$ cat src/design/dept_pkg.sv
// ----------------------------------------------------------------------------
// dept_pkg
// Types and constants shared by the double-ended priority table block.
// ----------------------------------------------------------------------------
package dept_pkg;

  localparam int CAPACITY   = 64;
  localparam int ID_BITS    = 16;
  localparam int LEVEL_BITS = 8;
  localparam int SLOT_BITS  = $clog2(CAPACITY);
  localparam int QDEPTH     = 2;

  typedef enum logic [1:0] {
    KIND_ADD     = 2'd0,
    KIND_HARDEST = 2'd1,
    KIND_EASIEST = 2'd2,
    KIND_REMOVE  = 2'd3
  } kind_t;

  typedef enum logic [1:0] {
    ST_OK     = 2'd0,
    ST_EMPTY  = 2'd1,
    ST_FULL   = 2'd2,
    ST_ABSENT = 2'd3
  } status_t;

  typedef struct packed {
    kind_t                 kind;
    logic [ID_BITS-1:0]    item_id;
    logic [LEVEL_BITS-1:0] level;
  } cmd_t;

  typedef struct packed {
    logic [ID_BITS-1:0] result_id;
    status_t            status;
  } res_t;

endpackage

$ cat src/design/dept_if.sv
// ----------------------------------------------------------------------------
// dept_cmd_if / dept_res_if
// Valid/ready channels for commands and results.
// ----------------------------------------------------------------------------
interface dept_cmd_if;
  import dept_pkg::*;
  logic                  valid;
  logic                  ready;
  logic [1:0]            kind;
  logic [ID_BITS-1:0]    item_id;
  logic [LEVEL_BITS-1:0] level;
  modport source (output valid, kind, item_id, level, input ready);
  modport sink (input valid, kind, item_id, level, output ready);
endinterface

interface dept_res_if;
  import dept_pkg::*;
  logic               valid;
  logic               ready;
  logic [ID_BITS-1:0] result_id;
  logic [1:0]         status;
  modport source (output valid, result_id, status, input ready);
  modport sink (input valid, result_id, status, output ready);
endinterface

$ cat src/design/double_ended_priority_table_core.sv
// a command waits in the queue, then the table is scanned one slot per cycle;
// the result is registered after the last slot scanned (all CAPACITY slots
// for queries and removes, an add stops at the first free slot)
// a new command starts only once the previous scan has ended and the result
// register is free; the single shared compare cell scans for one command
// reset: all table entries invalid, queue and result register empty
// ----------------------------------------------------------------------------
// double_ended_priority_table_core
// Table of identifier/level entries with max/min query, add and remove.
// ----------------------------------------------------------------------------
module double_ended_priority_table_core (
  input  logic       clk,
  input  logic       rst_n,
  dept_cmd_if.sink   in_cmd,
  dept_res_if.source out_res
);
  import dept_pkg::*;

  cmd_t q_data;
  logic q_valid, q_pop;

  dept_front u_front (.clk, .rst_n, .cmd(in_cmd), .q_data, .q_valid, .q_pop);
  dept_back  u_back  (.clk, .rst_n, .q_data, .q_valid, .q_pop, .res(out_res));
endmodule

$ cat src/design/dept_front.sv
// ----------------------------------------------------------------------------
// dept_front
// Accepts commands, masks the kind into its enum and queues them.
// ----------------------------------------------------------------------------
module dept_front (
  input  logic            clk,
  input  logic            rst_n,
  dept_cmd_if.sink        cmd,
  output dept_pkg::cmd_t  q_data,
  output logic            q_valid,
  input  logic            q_pop
);
  import dept_pkg::*;

  cmd_t                  mem_r [QDEPTH];
  logic [$clog2(QDEPTH):0] cnt_r, cnt_nxt;
  logic [$clog2(QDEPTH)-1:0] wp_r, rp_r;
  logic push;

  assign cmd.ready = (cnt_r != QDEPTH[$clog2(QDEPTH):0]);
  assign push      = cmd.valid && cmd.ready;
  assign q_valid   = (cnt_r != '0);
  assign q_data    = mem_r[rp_r];

  always_comb begin
    cnt_nxt = cnt_r;
    if (push && !(q_pop && q_valid)) cnt_nxt = cnt_r + 1'b1;
    else if (!push && q_pop && q_valid) cnt_nxt = cnt_r - 1'b1;
  end

  always_ff @(posedge clk) begin
    if (!rst_n) begin
      cnt_r <= '0;
      wp_r  <= '0;
      rp_r  <= '0;
    end else begin
      cnt_r <= cnt_nxt;
      if (push) wp_r <= wp_r + 1'b1;
      if (q_pop && q_valid) rp_r <= rp_r + 1'b1;
    end
  end

  always_ff @(posedge clk) begin
    if (push) mem_r[wp_r] <= '{kind: kind_t'(cmd.kind), item_id: cmd.item_id,
                              level: cmd.level};
  end
endmodule

$ cat src/design/dept_back.sv
// ----------------------------------------------------------------------------
// dept_back
// Executes one command: scans the table over cells, then emits the result.
// ----------------------------------------------------------------------------
module dept_back (
  input  logic           clk,
  input  logic           rst_n,
  input  dept_pkg::cmd_t q_data,
  input  logic           q_valid,
  output logic           q_pop,
  dept_res_if.source     res
);
  import dept_pkg::*;

  logic [CAPACITY-1:0]           valid_r;
  logic [ID_BITS+LEVEL_BITS-1:0] ent_r [CAPACITY];
  logic [ID_BITS+LEVEL_BITS-1:0] rd_r;

  cmd_t                  cur_r;
  logic                  busy_r;
  logic [SLOT_BITS-1:0]  idx_r;
  logic                  found_r;
  logic [ID_BITS-1:0]    bi_r;
  logic [LEVEL_BITS-1:0] bl_r;
  logic                  ovalid_r;
  res_t                  ores_r, ores_nxt;

  logic [SLOT_BITS-1:0]  ix, ra;
  logic [ID_BITS-1:0]    rd_id;
  logic [LEVEL_BITS-1:0] rd_lvl;
  logic                  last, hit, better, done, we;
  assign ix   = idx_r;
  assign last = (idx_r == SLOT_BITS'(CAPACITY-1));

  // can start a new command once the result register is free
  assign q_pop = q_valid && !busy_r && (!ovalid_r || res.ready);
  assign res.valid     = ovalid_r;
  assign res.result_id = ores_r.result_id;
  assign res.status    = ores_r.status;

  // read one slot ahead so that rd_r holds the slot under scan
  assign ra     = q_pop ? '0 : ix + 1'b1;
  assign rd_id  = rd_r[LEVEL_BITS +: ID_BITS];
  assign rd_lvl = rd_r[LEVEL_BITS-1:0];
  assign hit    = valid_r[ix] && (rd_id == cur_r.item_id);
  assign we     = busy_r && (cur_r.kind == KIND_ADD) && !valid_r[ix];

  always_comb begin
    better = 1'b0;
    if (valid_r[ix]) begin
      if (!found_r) better = 1'b1;
      else if (cur_r.kind == KIND_HARDEST)
        better = (rd_lvl != bl_r) ? (rd_lvl > bl_r) : (rd_id > bi_r);
      else
        better = (rd_lvl != bl_r) ? (rd_lvl < bl_r) : (rd_id < bi_r);
    end
    done = busy_r && (last || (cur_r.kind == KIND_ADD && !valid_r[ix]));
  end

  always_comb begin
    ores_nxt.result_id = '0;
    ores_nxt.status    = ST_OK;
    case (cur_r.kind)
      KIND_ADD: begin
        if (valid_r[ix]) ores_nxt.status = ST_FULL;
      end
      KIND_REMOVE: begin
        if (!(found_r || hit)) ores_nxt.status = ST_ABSENT;
      end
      default: begin
        if (better) ores_nxt.result_id = rd_id;
        else if (found_r) ores_nxt.result_id = bi_r;
        else ores_nxt.status = ST_EMPTY;
      end
    endcase
  end

  always_ff @(posedge clk) begin
    if (!rst_n) begin
      valid_r  <= '0;
      busy_r   <= 1'b0;
      ovalid_r <= 1'b0;
    end else begin
      if (q_pop) busy_r <= 1'b1;
      else if (done) busy_r <= 1'b0;
      if (done) ovalid_r <= 1'b1;
      else if (res.ready) ovalid_r <= 1'b0;
      if (busy_r) begin
        case (cur_r.kind)
          KIND_ADD: begin
            if (!valid_r[ix]) valid_r[ix] <= 1'b1;
          end
          KIND_REMOVE: begin
            if (hit) valid_r[ix] <= 1'b0;
          end
          default: ;
        endcase
      end
    end
  end

  always_ff @(posedge clk) begin
    if (we) ent_r[ix] <= {cur_r.item_id, cur_r.level};
    rd_r <= ent_r[ra];
  end

  always_ff @(posedge clk) begin
    if (q_pop) begin
      cur_r   <= q_data;
      idx_r   <= '0;
      found_r <= 1'b0;
      bi_r    <= '0;
      bl_r    <= '0;
    end else if (busy_r) begin
      idx_r <= idx_r + 1'b1;
      case (cur_r.kind)
        KIND_ADD: ;
        KIND_REMOVE: begin
          if (hit) found_r <= 1'b1;
        end
        default: begin
          if (better) begin
            found_r <= 1'b1;
            bi_r    <= rd_id;
            bl_r    <= rd_lvl;
          end
        end
      endcase
      if (done) ores_r <= ores_nxt;
    end
  end
endmodule
$ cat src/flat_wrapper.sv
// flat-port wrapper written by rule: the top's interface ports become plain ports
module double_ended_priority_table_core_flat import dept_pkg::*;
  (clk, rst_n, in_cmd_valid, in_cmd_kind, in_cmd_item_id, in_cmd_level, in_cmd_ready, out_res_valid, out_res_result_id, out_res_status, out_res_ready);
  dept_cmd_if in_cmd_i ();
  dept_res_if out_res_i ();
  input  logic clk;
  input  logic rst_n;
  input wire logic [$bits(in_cmd_i.valid)-1:0] in_cmd_valid;
  input wire logic [$bits(in_cmd_i.kind)-1:0] in_cmd_kind;
  input wire logic [$bits(in_cmd_i.item_id)-1:0] in_cmd_item_id;
  input wire logic [$bits(in_cmd_i.level)-1:0] in_cmd_level;
  output wire logic [$bits(in_cmd_i.ready)-1:0] in_cmd_ready;
  output wire logic [$bits(out_res_i.valid)-1:0] out_res_valid;
  output wire logic [$bits(out_res_i.result_id)-1:0] out_res_result_id;
  output wire logic [$bits(out_res_i.status)-1:0] out_res_status;
  input wire logic [$bits(out_res_i.ready)-1:0] out_res_ready;
  assign in_cmd_i.valid = in_cmd_valid;
  assign in_cmd_i.kind = in_cmd_kind;
  assign in_cmd_i.item_id = in_cmd_item_id;
  assign in_cmd_i.level = in_cmd_level;
  assign in_cmd_ready = in_cmd_i.ready;
  assign out_res_valid = out_res_i.valid;
  assign out_res_result_id = out_res_i.result_id;
  assign out_res_status = out_res_i.status;
  assign out_res_i.ready = out_res_ready;
  double_ended_priority_table_core u_core (.clk(clk), .rst_n(rst_n), .in_cmd(in_cmd_i), .out_res(out_res_i));
endmodule
$ cat config.mk
export PLATFORM = sky130hd
export DESIGN_NAME = double_ended_priority_table_core_flat
export DESIGN_NICKNAME = d
export VERILOG_FILES = /design/src/design/dept_pkg.sv /design/src/design/dept_if.sv /design/src/design/double_ended_priority_table_core.sv /design/src/design/dept_front.sv /design/src/design/dept_back.sv /design/src/flat_wrapper.sv
export SDC_FILE = /design/constraint.sdc
export NUM_CORES = 2
export LEC_CHECK = 0
export ABC_AREA = 1
export BUFFER_PORTS_ARGS = -buffer_cell sky130_fd_sc_hd__buf_2
export CORE_MARGIN = 3
export CORE_UTILIZATION = 54
export DETAILED_ROUTE_END_ITERATION = 7
export PLACE_DENSITY = 0.74
export SLEW_MARGIN = 20
export SYNTH_ARGS = -nofsm -noshare
export SYNTH_HDL_FRONTEND = slang
export SYNTH_SLANG_ARGS = --single-unit
$ cat constraint.sdc
create_clock -name clk -period 4.9 [get_ports clk]
set_clock_uncertainty 0.1 [all_clocks]
set_input_delay 0.98 -clock clk [delete_from_list [all_inputs] [get_ports clk]]
set_output_delay 0.98 -clock clk [all_outputs]
set_load 0.005 [all_outputs]
# Word level (Yosys, flattened, before mapping)
# Memory sizes are Yosys's and may differ from the RTL's. A register that Yosys moved wholly into a read port is not among the register bits.
# Cells that the tools add are included.
# word_totals
mem_bits_rw	1588
elab_cells	105
mem_count	2
register_bits	119
# memory_table
memory	depth	width	read_ports	rd_clocked_by_memory_dff	write_ports	line_no	source
u_core.u_back.ent_r	64	24	1	1	1	dept_back.sv:16	logic [ID_BITS+LEVEL_BITS-1:0] ent_r [CAPACITY];
u_core.u_front.mem_r	2	26	1	1	1	dept_front.sv:15	cmd_t mem_r [QDEPTH];
# op_classes
add_sub_neg	5
n_mux	33
reduce_logical	33
bitwise	6
eq_ne	8
order_cmp	6
# op_table
operator	n
2-to-1 mux 64 bit	2
case mux 64 bit (2 select lines)	1
bitwise AND 64 bit	1
NOT 64 bit	1
bitwise OR 64 bit	1
2-to-1 mux 16 bit	2
2-to-1 mux 1 bit	19
equality test 16 bit	1
> comparator 16 bit	1
< comparator 16 bit	1
logical AND 1 bit	13
nonzero test 2 bit	6
> comparator 8 bit	1
< comparator 8 bit	1
2-to-1 mux 2 bit	4
!= test 8 bit	1
AND reduction 4 bit	2
< comparator 6 x 7 -> 1 bit (second input constant)	1
adder 6 x 1 -> 6 bit (second input constant)	1
binary-select mux 1 bit (select 6 bit)	1
demux 1 bit (select 6 bit)	1
equality test 6 bit (second input constant)	1
greater-or-equal comparator 6 x 1 -> 1 bit (second input constant)	1
2-to-1 mux 6 bit	1
14 further kinds	26

# Longest topological paths before layout
# logic_depth
ltp_word	8
mapped_depth	19
ltp_nobuf	18

# By module
# Synthesis repeated with hierarchy kept, for this count alone.
# unflattened
cells_unflattened	5622
area_unflattened_um2	73188.9
# by_module_without_submodules
mod	seq_area_each_um2	area_per_inst_um2	cells_per_inst	n_inst
dept_back	49867.8	70974.3	5506	1
dept_front	1661.6	2214.6	116	1

# Worst setup path before layout
# No wires, ideal clock.
# synth_path
kind	register -> register
from	register u_core.u_back.idx_r[0]
to	memory u_core.u_back.ent_r[36][0] (netlist name) (enable)
period_less_slack_ps	3893
t_required_ps	4365
t_arrival_ps	3358
setup_time_ps	435
path_buffers	3
slack_ps	1007
stages_incl_launch_ff	12
cell_sequence	dfxtp_1 -> buf_4 -> buf_6 -> nand2_1 -> nand3_1 -> nand2_1 -> o21ai_1 -> nand2_1 -> nor2_4 -> nand4_1 -> clkbuf_1 -> nor3_1
# synth_between
elab_chain_cells	6
# synth_rtl
element	line_no	source
from (decl)	dept_back.sv:21	logic [SLOT_BITS-1:0] idx_r;
from (signal assigned)	dept_back.sv:115	idx_r <= idx_r + 1'b1;
binary-select mux 1 bit (select 6 bit)	dept_back.sv:46	assign we = busy_r && (cur_r.kind == KIND_ADD) && !valid_r[ix];
2-to-1 mux 1 bit (implied by the code)	dept_back.sv:46	
logical NOT 1 bit	--	
logical AND 1 bit	dept_back.sv:46	
2-to-1 mux 1 bit	dept_back.sv:103	if (we) ent_r[ix] <= {cur_r.item_id, cur_r.level};
2-to-1 mux 1 bit (implied by the code)	dept_back.sv:103	
to (decl)	dept_back.sv:16	
# Several ways; a longest one is shown, not always the timed one. The select of a mux whose other input is x is not followed.

# Worst setup path in the final report
# layout_path
from	register u_core.u_back.idx_r[0]
to	register u_core.u_back.rd_r[20] (read register of u_core.u_back.ent_r)
# layout_between
elab_chain_cells	2
# layout_rtl
element	line_no	source
adder 6 x 1 -> 6 bit	dept_back.sv:42	assign ra = q_pop ? '0 : ix + 1'b1;
2-to-1 mux 6 bit	dept_back.sv:42	
to (decl)	dept_back.sv:17	logic [ID_BITS+LEVEL_BITS-1:0] rd_r;
# Every way passes these cells.
# A chain may end at the register's enable or synchronous reset.

==> flow_summary.ini <==
[run_status]
outcome = complete, no violations

[clocking]
cts_buffers = 173
cts_tree = built
cts_resized = 0
post-cts-setup-buffer-count = 0
clk_latency_ns = 0.82
holdBufCountCts = 0
clock_path_buffers = 3
root_buffer = clkbuf_16
path_clk_slew_ns = 0.06
ctsHtreeMaxLevel = 4
clock-sinks = 1757

[worst_setup_path]
cpMostUsedCell = nand3_1
endpoint_kind = register
ff2ff_setup_slack_ns = 1.04
critPathMaxStageDelay_ns = 0.52
critPathBufInv = 4
r2r_cells = 12
crit_type = reg2reg
rr_startpoint = u_core.u_back.idx_r[0]
crit_required_ns = 5.53
crit_family = buffers and inverters
cp_cell_sequence = buf_4 -> ha_1 -> nand2_8 -> inv_8 -> buf_12 -> buf_4 -> o211ai_1 -> nand3_1 -> nand3_1 -> nand3_1 -> nand3_1 -> nand2_1
crit_fanout = 71
arrival_ns = 4.50
r2r_end = u_core.u_back.rd_r[20]
crit_slowest_cell = inv_8
crit_path_start_kind = register

[worst_hold_path]
hold_depth = 1
hp-class = in2reg
hp-start = in_cmd_item_id[12]
hold_end = u_core.u_front.mem_r[0][20]

[detailed_routing]
vias = 48248
first_iter_violations = 6719
vias_per_cell = 6.36
wirelength_mm = 201
routedWlPerCell_um = 26.5
antenna_left = 0
drtPass1Iterations = 6
drcViolationCount = 0

[floorplanning]
core-area_sq_um = 134000
start_util = 0.545
ioPinCount = 50
fp.dieArea_sq_um = 140000
die_x_um = 374
die_h_um = 374
rows = 134

[power_and_ir_drop]
p_total_uw = 53900
pwr-share-seq = 0.359
sw_frac_of_total = 0.393
power.leakage_uw = 0.0267
power_density_nw_per_um2 = 661
p_int_uw = 32700
switching_power_uw = 21200
pwr-share-comb = 0.401
p_clk_frac = 0.240
peakVddDrop_mv = 0.543

[timing]
setup_tns_ns = 0
setup_viol = 0
rsz0062_at_grt = false
fmax_mhz = 259
hold_viol = 0
tightest_slew_ns = 0.976
drv_slew = 0
min_period_ns = 3.86
finalWorstSetupSlack_ns = 1.04
maxSlewHeadroom = 0.348
finalCritPeriodShare = 0.789

[placed_design]
preCtsSetupSlack_ns = 0.654
gp_congestion = 0.876
port_buffers = 49
hpwl_mm = 108
placed_cells = 7265

[grt]
antenna_found_initial = 8
grt_max_degree = 141
grt_pass1_wl_mm = 296
grt_use_total = 0.283
overflow = 0
grt_pass1_vias = 46184

[yosys]
avgSynthCellArea_sq_um = 12.9
netlist_top_cells_area = edfxtp_1, o211ai_1, or2_2
syn_area_sq_um = 73100
yosysUniqueCellTypes = 34
synth.largest_area_cell = edfxtp_1
ys_seq_elements = 1757
yosysSeqAreaShare = 0.705
syn-num-nets = 5739
synth_top_area_frac = 0.671
syn_inst = 5681
synth.yosys.warnings = 0

[layout]
area_growth_pct = 11.7
register_area_sq_um = 51500
final_cells = 7591
fin_nets = 5731
post-route-util = 0.609
drive_above_1_share = 0.224
fillCellCount = 9861
multiInputGateArea_sq_um = 19200

[run]
maxCapViolCount = 0
-- logic make-up after synthesis --
logic type | synth area share
DFF | 0.705
and+or+nand+nor | 0.162
AOI/OAI and AO/OA | 0.0898
adders and majority gates | 0.00480
buffers and inverters | 0.0368
xor gates and xnor gates | 0.00168
-- layout by cell type, fill, tap and decap left out, types with 4 or more instances in the layout --
cell,n
ha_1,27
clkinv_8,4
clkbuf_16,175
bufinv_16,10
o21ai_1,9
edfxtp_1,1632
buf_12,40
clkbuf_8,14
nor2_2,5
inv_6,6
buf_2,49
o211ai_1,745
buf_4,158
clkinv_1,24
dfxtp_1,124
clkbuf_1,63
xor2_1,8
nor3_2,63
o21ai_0,93
or2_2,724
a21oi_1,47
nand4_1,131
inv_1,216
clkinv_4,4
inv_2,6
clkinv_2,19
nor2_1,207
o22ai_1,24
nand3_1,725
nand2_1,426
xnor2_1,6
nor2_4,6
-- flip-flops by register name, indices dropped and copies added (netlist names), named ones only --
name / count
u_core.u_back.rd_r: 24
u_core.u_back.cur_r: 26
u_core.u_front.wp_r: 1
u_core.u_back.busy_r: 1
u_core.u_back.res.status: 2
u_core.u_front.mem_r: 52
u_core.u_back.bi_r: 16
u_core.u_front.cnt_r: 2
u_core.u_front.rp_r: 1
u_core.u_back.res.valid: 1
u_core.u_back.ent_r: 1536
u_core.u_back.res.result_id: 16
u_core.u_back.idx_r: 6
u_core.u_back.bl_r: 8
u_core.u_back.found_r: 1
-- worst max path at each step --
stage	slack, ns	cells past startpoint	startpoint	to
final	1.04	12	u_core.u_back.idx_r[0]	u_core.u_back.rd_r[20]
after global routing	0.85	12	u_core.u_back.idx_r[0]	u_core.u_back.rd_r[20]
after CTS	1.13	12	u_core.u_back.idx_r[0]	u_core.u_back.rd_r[20]
after detailed placement	0.65	14	out_res_ready	u_core.u_back.rd_r[20]
after global placement	0.70	14	out_res_ready	u_core.u_back.rd_r[20]
after floorplan	1.01	11	u_core.u_back.idx_r[0]	u_core.u_back.ent_r[36][0]
-- layer usage --
metal | GRT usage | vias to the layer above | wire [um]
met3 | 0.0614 | 505 | 22500
met4 | 0.129 | 2 | 8830
met2 | 0.443 | 2866 | 94000
met1 | 0.382 | 23763 | 75900
li1 | - | 21112 | -
met5 | 0 | - | 13
-- worst reg2reg max path, cell delays in order, from the launching register on --
cell and delay [ns]:
dfxtp_1 0.35, buf_4 0.43, ha_1 0.33, nand2_8 0.14
inv_8 0.53, buf_12 0.38, buf_4 0.35, o211ai_1 0.14
nand3_1 0.09, nand3_1 0.14, nand3_1 0.24, nand3_1 0.39
nand2_1 0.18
-- power by group through the flow --
| stage | clock, uW | sequential [uW] | combinational, uW |
|---|---|---|---|
| floorplan | 0 | 20200 | 12900 |
| global placement | 0 | 19600 | 20800 |
| detailed placement | 0 | 19600 | 21200 |
| CTS | 13100 | 19300 | 21300 |
| global route | 13700 | 19400 | 23200 |
| finish | 13000 | 19400 | 21600 |
-- final cells by class --
| cell class | count | share of cell area |
|---|---|---|
| diodes | 2 | 0.0000613 |
| clock buffers | 252 | 0.0589 |
| clock inverters | 71 | 0.00874 |
| inverters | 228 | 0.0108 |
| multi-input cells | 3265 | 0.236 |
| flip-flops and latches | 1757 | 0.631 |
| well taps | 1768 | 0.0271 |
| repair buffers | 248 | 0.0277 |
-- stage by stage --
| stage | area (sq um) | hold WS [ns] |
|---|---|---|
| finish | 81600 | 0.251 |
| global route | 81600 | 0.231 |
| CTS | 81600 | 0.200 |
| detailed placement | 76100 | 0.356 |
| global placement | 76100 | 0.352 |
| floorplan | 73100 | 0.343 |
-- synthesized netlist by cell type (all sizes together) --
cell,n
dfxtp,125
clkbuf,292
a21oi,49
nand3,726
or2,724
inv,226
nand2,432
buf,139
xor2,8
nor2,218
edfxtp,1632
nand4,131
nor3,66
o21bai,2
o211ai,745
o21a,2
xnor2,6
o21ai,102
or3,1
clkinv,2
o22ai,24
a21boi,1
ha,28
(Power assumes the default switching activity.)
